[src/rtl/swb_pkg.sv]
`default_nettype none

package swb_pkg;

    // Fixed point format of all times and positions.
    localparam int FRAC_BITS = 16;

    // Edge positions and edge distances.
    localparam int EDGE_W = 34;
    localparam int NUM_W  = 35;

    // Divider: one quotient bit per stage, plus a setup and an output stage.
    localparam int DIV_STEPS = 32;
    localparam int DVD_W     = NUM_W + FRAC_BITS;
    localparam int HI_W      = DVD_W - DIV_STEPS;
    localparam int DIV_LAT   = DIV_STEPS + 2;

    // Front end stages, divider, two decision stages.
    localparam int FRONT_LAT = 3;
    localparam int BACK_LAT  = 2;
    localparam int LAT       = FRONT_LAT + DIV_LAT + BACK_LAT;

    localparam logic [30:0] FRAME_RESET = 31'd1092;

    // Near-zero speed: 10^8 * (vx^2 + vy^2) <= 2^(2*FRAC_BITS).
    localparam logic [31:0] SLOW_MAG = 32'd2048;
    localparam logic [63:0] SLOW_LIM = (64'd1 << (2 * FRAC_BITS)) / 64'd100000000;

    localparam logic signed [31:0] T_MIN = 32'sh8000_0000;
    localparam logic signed [31:0] T_MAX = 32'sh7FFF_FFFF;

    // Contact normal codes.
    localparam logic [1:0] AXIS_MX = 2'd0;
    localparam logic [1:0] AXIS_PX = 2'd1;
    localparam logic [1:0] AXIS_MY = 2'd2;
    localparam logic [1:0] AXIS_PY = 2'd3;

    typedef struct packed {
        logic signed [31:0] own_center_x;
        logic signed [31:0] own_center_y;
        logic [30:0]        own_half_width;
        logic [30:0]        own_half_height;
        logic signed [31:0] mover_center_x;
        logic signed [31:0] mover_center_y;
        logic [30:0]        mover_half_width;
        logic [30:0]        mover_half_height;
        logic signed [31:0] velocity_x;
        logic signed [31:0] velocity_y;
    } t_in_word;

    typedef struct packed {
        logic               hit;
        logic [1:0]         hit_axis;
        logic signed [31:0] contact_time;
    } t_out_word;

    typedef struct packed {
        logic slow;
        logic apart;
        logic ovx;
        logic ovy;
        logic vx_zero;
        logic vy_zero;
        logic vx_neg;
        logic vy_neg;
    } t_flags;

    typedef struct packed {
        logic signed [NUM_W-1:0] nin_x;
        logic signed [NUM_W-1:0] nout_x;
        logic signed [NUM_W-1:0] nin_y;
        logic signed [NUM_W-1:0] nout_y;
        logic signed [31:0]      vx;
        logic signed [31:0]      vy;
        t_flags                  flags;
    } t_front;

endpackage

`default_nettype wire

[src/rtl/swb_front.sv]
`default_nettype none

module swb_front (
    input  wire             i_clk,
    input  wire             i_en,
    input  swb_pkg::t_in_word i_word,
    output swb_pkg::t_front   o_front
);
    import swb_pkg::*;

    t_in_word r_in;

    logic signed [EDGE_W-1:0] r_ol, r_or, r_ob, r_ot, r_l, r_r, r_b, r_t;
    logic signed [31:0]       r_vx, r_vy;
    logic                     r_small;
    logic [23:0]              r_sq_sum;

    logic [31:0] ax, ay;
    logic [23:0] sqx, sqy;
    logic        ovx, ovy;
    t_front      n_front;
    t_front      r_front;

    // Stage one: register the incoming word.
    always_ff @(posedge i_clk) begin
        if (i_en) begin
            r_in <= i_word;
        end
    end

    // Stage two: box edges and the squared speed for the near-zero test.
    always_comb begin
        ax  = r_in.velocity_x[31] ? 32'(-r_in.velocity_x) : 32'(r_in.velocity_x);
        ay  = r_in.velocity_y[31] ? 32'(-r_in.velocity_y) : 32'(r_in.velocity_y);
        sqx = 24'(ax[11:0]) * 24'(ax[11:0]);
        sqy = 24'(ay[11:0]) * 24'(ay[11:0]);
    end

    always_ff @(posedge i_clk) begin
        if (i_en) begin
            r_ol <= EDGE_W'(r_in.own_center_x) - EDGE_W'(signed'({1'b0, r_in.own_half_width}));
            r_or <= EDGE_W'(r_in.own_center_x) + EDGE_W'(signed'({1'b0, r_in.own_half_width}));
            r_ob <= EDGE_W'(r_in.own_center_y) - EDGE_W'(signed'({1'b0, r_in.own_half_height}));
            r_ot <= EDGE_W'(r_in.own_center_y) + EDGE_W'(signed'({1'b0, r_in.own_half_height}));
            r_l  <= EDGE_W'(r_in.mover_center_x)
                    - EDGE_W'(signed'({1'b0, r_in.mover_half_width}));
            r_r  <= EDGE_W'(r_in.mover_center_x)
                    + EDGE_W'(signed'({1'b0, r_in.mover_half_width}));
            r_b  <= EDGE_W'(r_in.mover_center_y)
                    - EDGE_W'(signed'({1'b0, r_in.mover_half_height}));
            r_t  <= EDGE_W'(r_in.mover_center_y)
                    + EDGE_W'(signed'({1'b0, r_in.mover_half_height}));
            r_vx     <= r_in.velocity_x;
            r_vy     <= r_in.velocity_y;
            r_small  <= (ax <= SLOW_MAG) && (ay <= SLOW_MAG);
            r_sq_sum <= sqx + sqy;
        end
    end

    // Stage three: edge distances in the order the velocity sign asks for.
    always_comb begin
        ovx = (r_ol < r_r) && (r_or > r_l);
        ovy = (r_ob < r_t) && (r_ot > r_b);

        if (r_vx[31]) begin
            n_front.nin_x  = NUM_W'(r_or) - NUM_W'(r_l);
            n_front.nout_x = NUM_W'(r_ol) - NUM_W'(r_r);
        end else begin
            n_front.nin_x  = NUM_W'(r_ol) - NUM_W'(r_r);
            n_front.nout_x = NUM_W'(r_or) - NUM_W'(r_l);
        end
        if (r_vy[31]) begin
            n_front.nin_y  = NUM_W'(r_ot) - NUM_W'(r_b);
            n_front.nout_y = NUM_W'(r_ob) - NUM_W'(r_t);
        end else begin
            n_front.nin_y  = NUM_W'(r_ob) - NUM_W'(r_t);
            n_front.nout_y = NUM_W'(r_ot) - NUM_W'(r_b);
        end
        n_front.vx            = r_vx;
        n_front.vy            = r_vy;
        n_front.flags.slow    = r_small && ({40'd0, r_sq_sum} <= SLOW_LIM);
        n_front.flags.apart   = !ovx || !ovy;
        n_front.flags.ovx     = ovx;
        n_front.flags.ovy     = ovy;
        n_front.flags.vx_zero = (r_vx == 32'sd0);
        n_front.flags.vy_zero = (r_vy == 32'sd0);
        n_front.flags.vx_neg  = r_vx[31];
        n_front.flags.vy_neg  = r_vy[31];
    end

    always_ff @(posedge i_clk) begin
        if (i_en) begin
            r_front <= n_front;
        end
    end

    assign o_front = r_front;

endmodule

`default_nettype wire

[config.mk]
export PLATFORM = sky130hd
export DESIGN_NAME = swb_front
export DESIGN_NICKNAME = d
export VERILOG_FILES = /design/src/rtl/swb_pkg.sv /design/src/rtl/swb_front.sv
export SDC_FILE = /design/constraint.sdc
export NUM_CORES = 2
export LEC_CHECK = 0
export BUFFER_PORTS_ARGS = -buffer_cell sky130_fd_sc_hd__buf_2
export CAP_MARGIN = 10
export CORE_ASPECT_RATIO = 0.75
export CORE_MARGIN = 4
export CORE_UTILIZATION = 42
export CTS_CLUSTER_SIZE = 20
export DETAILED_ROUTE_END_ITERATION = 10
export PLACE_DENSITY_LB_ADDON = 0.05
export SKIP_LAST_GASP = 1
export SLEW_MARGIN = 40
export SYNTH_ARGS = -nofsm -noshare
export SYNTH_HDL_FRONTEND = slang
export SYNTH_SLANG_ARGS = --single-unit
[constraint.sdc]
create_clock -name i_clk -period 9.1 [get_ports i_clk]
set_clock_uncertainty 0.2 [all_clocks]
set_input_delay 1.82 -clock i_clk [delete_from_list [all_inputs] [get_ports i_clk]]
set_output_delay 1.82 -clock i_clk [all_outputs]
set_load 0.05 [all_outputs]
==> results.sh <==
export IMPL_gp_congestion=0.9280
export IMPL_cts_hold_buf=0
export IMPL_drt_iter0_drc=2716
export IMPL_critPathTopFamily="adder cells"
export IMPL_grt_setup_unrepaired="false"
export IMPL_synth_top_family_by_area="adder cells"
export IMPL_dieArea_mm2=0.1397
export IMPL_cts_setup_buffers=0
export IMPL_dieWidth_um=430.2
export IMPL_dp_hpwl_um=124600
export IMPL_finalNonFillerCells=7482
export IMPL_synth_fa_ha_area_share_pct=18.37
export IMPL_yosysSeqAreaShare_pct=46.46
export IMPL_grt_pass1_wl_um=233000
export IMPL_status="completed"
export IMPL_max_cap_violations=0
export IMPL_endpoint_kind="register"
export IMPL_crit_slowest_cell="edfxtp_1"
export IMPL_start_util_pct=42.56
export IMPL_grt_busiest_layer="met2"
export IMPL_cp_max_fo=9
export IMPL_cts_reportedPaths_clkPinSlew_ns=0.06
export IMPL_fin_util_pct=48.61
export IMPL_htreeDepth=3
export IMPL_synth_area_mm2=0.05616
export IMPL_syn_inst=5092
export IMPL_cts_repair_resized=0
export IMPL_area_growth_pct=14.21
export IMPL_ys_types=82
export IMPL_drt_total_wl_um=153800
export IMPL_grt_max_degree=164
export IMPL_die_h_um=324.7
export IMPL_cts_sinks=869
export IMPL_async_flop_share_pct=0
export IMPL_yosysWarnings=0
export IMPL_cts_buffer_depth=3
export IMPL_grt_remaining_overflow=0
export IMPL_io_buffers=529
export IMPL_core_area_mm2=0.1319
export IMPL_start_kind="register"
export IMPL_holdWs_ns=0.2484
export IMPL_synth_simple_area_share_pct=9.540
export IMPL_cts_buffers=93
export IMPL_grtUsageMet3_pct=3.969
export IMPL_yosys_area_top_type="edfxtp_1"
export IMPL_synth_top_area_share_pct=46.46
export IMPL_io_pins=530
export IMPL_gr_usage_met1_pct=31.77
export IMPL_routedWlPerCell_um=20.56
export IMPL_crit_path_max_incr_delay_ns=0.55
export IMPL_vias=38533
export IMPL_syn_mean_instance_area_um2=11.03
export IMPL_fmax_mhz=118.3
export IMPL_synth_edf_count=869
export IMPL_hp_class="reg -> reg"
export IMPL_finalSetupViolCount=0
export IMPL_cp_arrival_ns=8.71
export IMPL_final_layout_size_suffix_gt1_share_pct=14.63
export IMPL_slew_headroom_pct=42.67
export IMPL_fin_crit_ns=8.454
export IMPL_dp_cells=7305
export IMPL_final_cell_mix="edfxtp_1, inv_1, buf_2"
export IMPL_antenna_found_initial=11
export IMPL_synth_area_top_cells="edfxtp_1, ha_1, fa_1"
export IMPL_met2_usage_pct=33.78
export IMPL_final_net_count=6662
export IMPL_final_max_slew_viol_count=0
export IMPL_path_buf_inv=7
export IMPL_first_pass_iters=5
export IMPL_drcViolationCount=0
export IMPL_drt_vias_per_instance=5.150
export IMPL_synth_compound_area_share_pct=12.00
export IMPL_synthFlopType="edfxtp_1"
export IMPL_syn_nets=6108
export IMPL_cts_tree="done"
export IMPL_worst_slew_pin_slew_ns=0.8509
export IMPL_rows=115
export IMPL_rrSetupSlack_ns=0.65
export IMPL_synthMuxAreaShare_pct=1.662
export IMPL_ys_ff_latch=869
export IMPL_track_usage_pct=21.78
export IMPL_layout_commonest_cell="edfxtp_1"
export IMPL_tns_ns=0
export IMPL_synthXorXnorAreaFrac_pct=6.098
export IMPL_clk_latency_ns=0.72
export IMPL_path_class="reg -> reg"
export IMPL_grt_pass1_vias=37855
export IMPL_finalHoldViolCount=0
export IMPL_root_buffer="clkbuf_16"
export IMPL_fin_crit_sh_pct=92.90
export IMPL_antenna_left=0
export IMPL_cpMostUsedCell="fa_1"
export IMPL_critPathRequiredTime_ns=9.35
-- flip-flops by register name, summed over array words and instances, names as in the netlist, 33 cells and up --
name	cells
r_l	33
r_in	316
r_ol	33
r_b	33
o_front	204
r_ob	33
-- worst reg2reg max path, delay by kind of cell, from the launching register on --
family	cells	cell delay [ns]
compound gates	7	1.60
buf+inv	7	0.84
flops	1	0.55
simple gates	4	0.79
xor+xnor	2	0.31
fa+ha+maj	9	3.89
-- kinds of logic after synthesis --
family | Yosys count
and+or+nand+nor | 1136
xor gates and xnor gates | 391
adders and majority gates | 698
DFF | 869
AOI/OAI and AO/OA | 1045
buffers and inverters | 868
muxes | 85
-- Yosys cell counts (25+ instances only) --
cell type,instances
edfxtp_1,869
inv_1,729
ha_1,487
nor2_1,370
a21oi_1,335
nand2_1,308
xnor2_1,287
fa_1,211
o21ai_0,196
a21o_1,118
clkbuf_1,107
xor2_1,104
nor3_1,88
o21bai_1,74
mux2_2,66
nand2b_1,59
nand3_1,53
nor2b_1,50
nor4_1,42
nand4_1,35
o21a_1,34
o31ai_1,34
a31oi_1,29
a211oi_1,27
and3_1,25
or3_1,25
-- path summary, 6_finish.rpt --
check                           startpoint           end  cells past startpoint
worst max register to register    r_in[32]  r_sq_sum[23]                     29
worst max-delay path              r_in[32]  r_sq_sum[23]                     29
worst min-delay path              r_vy[16]   o_front[24]                      0
worst min register to register    r_vy[16]   o_front[24]                      0
-- cell type report --
class	count	area (um2)
multi-input combinational	3355	26810
sequential	869	26100
antenna	4	10.01
timing repair buffer	584	3141
clock buffer	109	2430
tap	1755	2196
fill	12096	67800
clock inverter	63	673.1
inverter	743	2791
-- routing by layer --
layer,wire length (um),part of all wire (%),vias to the layer above
li1,-,-,18927
met1,73270,48,18482
met2,68430,44,954
met3,8631,5.6,170
met4,3507,2.3,0
met5,0,0,-
-- stage by stage --
stage / setup slack [ns] / cell area (um2)
floorplan: 1.286 / 56160
global placement: 0.7885 / 60960
detailed placement: 0.7269 / 60990
CTS: 0.6851 / 64100
global route: 0.1707 / 64140
finish: 0.6458 / 64140
Power is left out: the tool's default activity adds up to more than one toggle a clock period on the data nets, which glitch-free logic cannot reach.
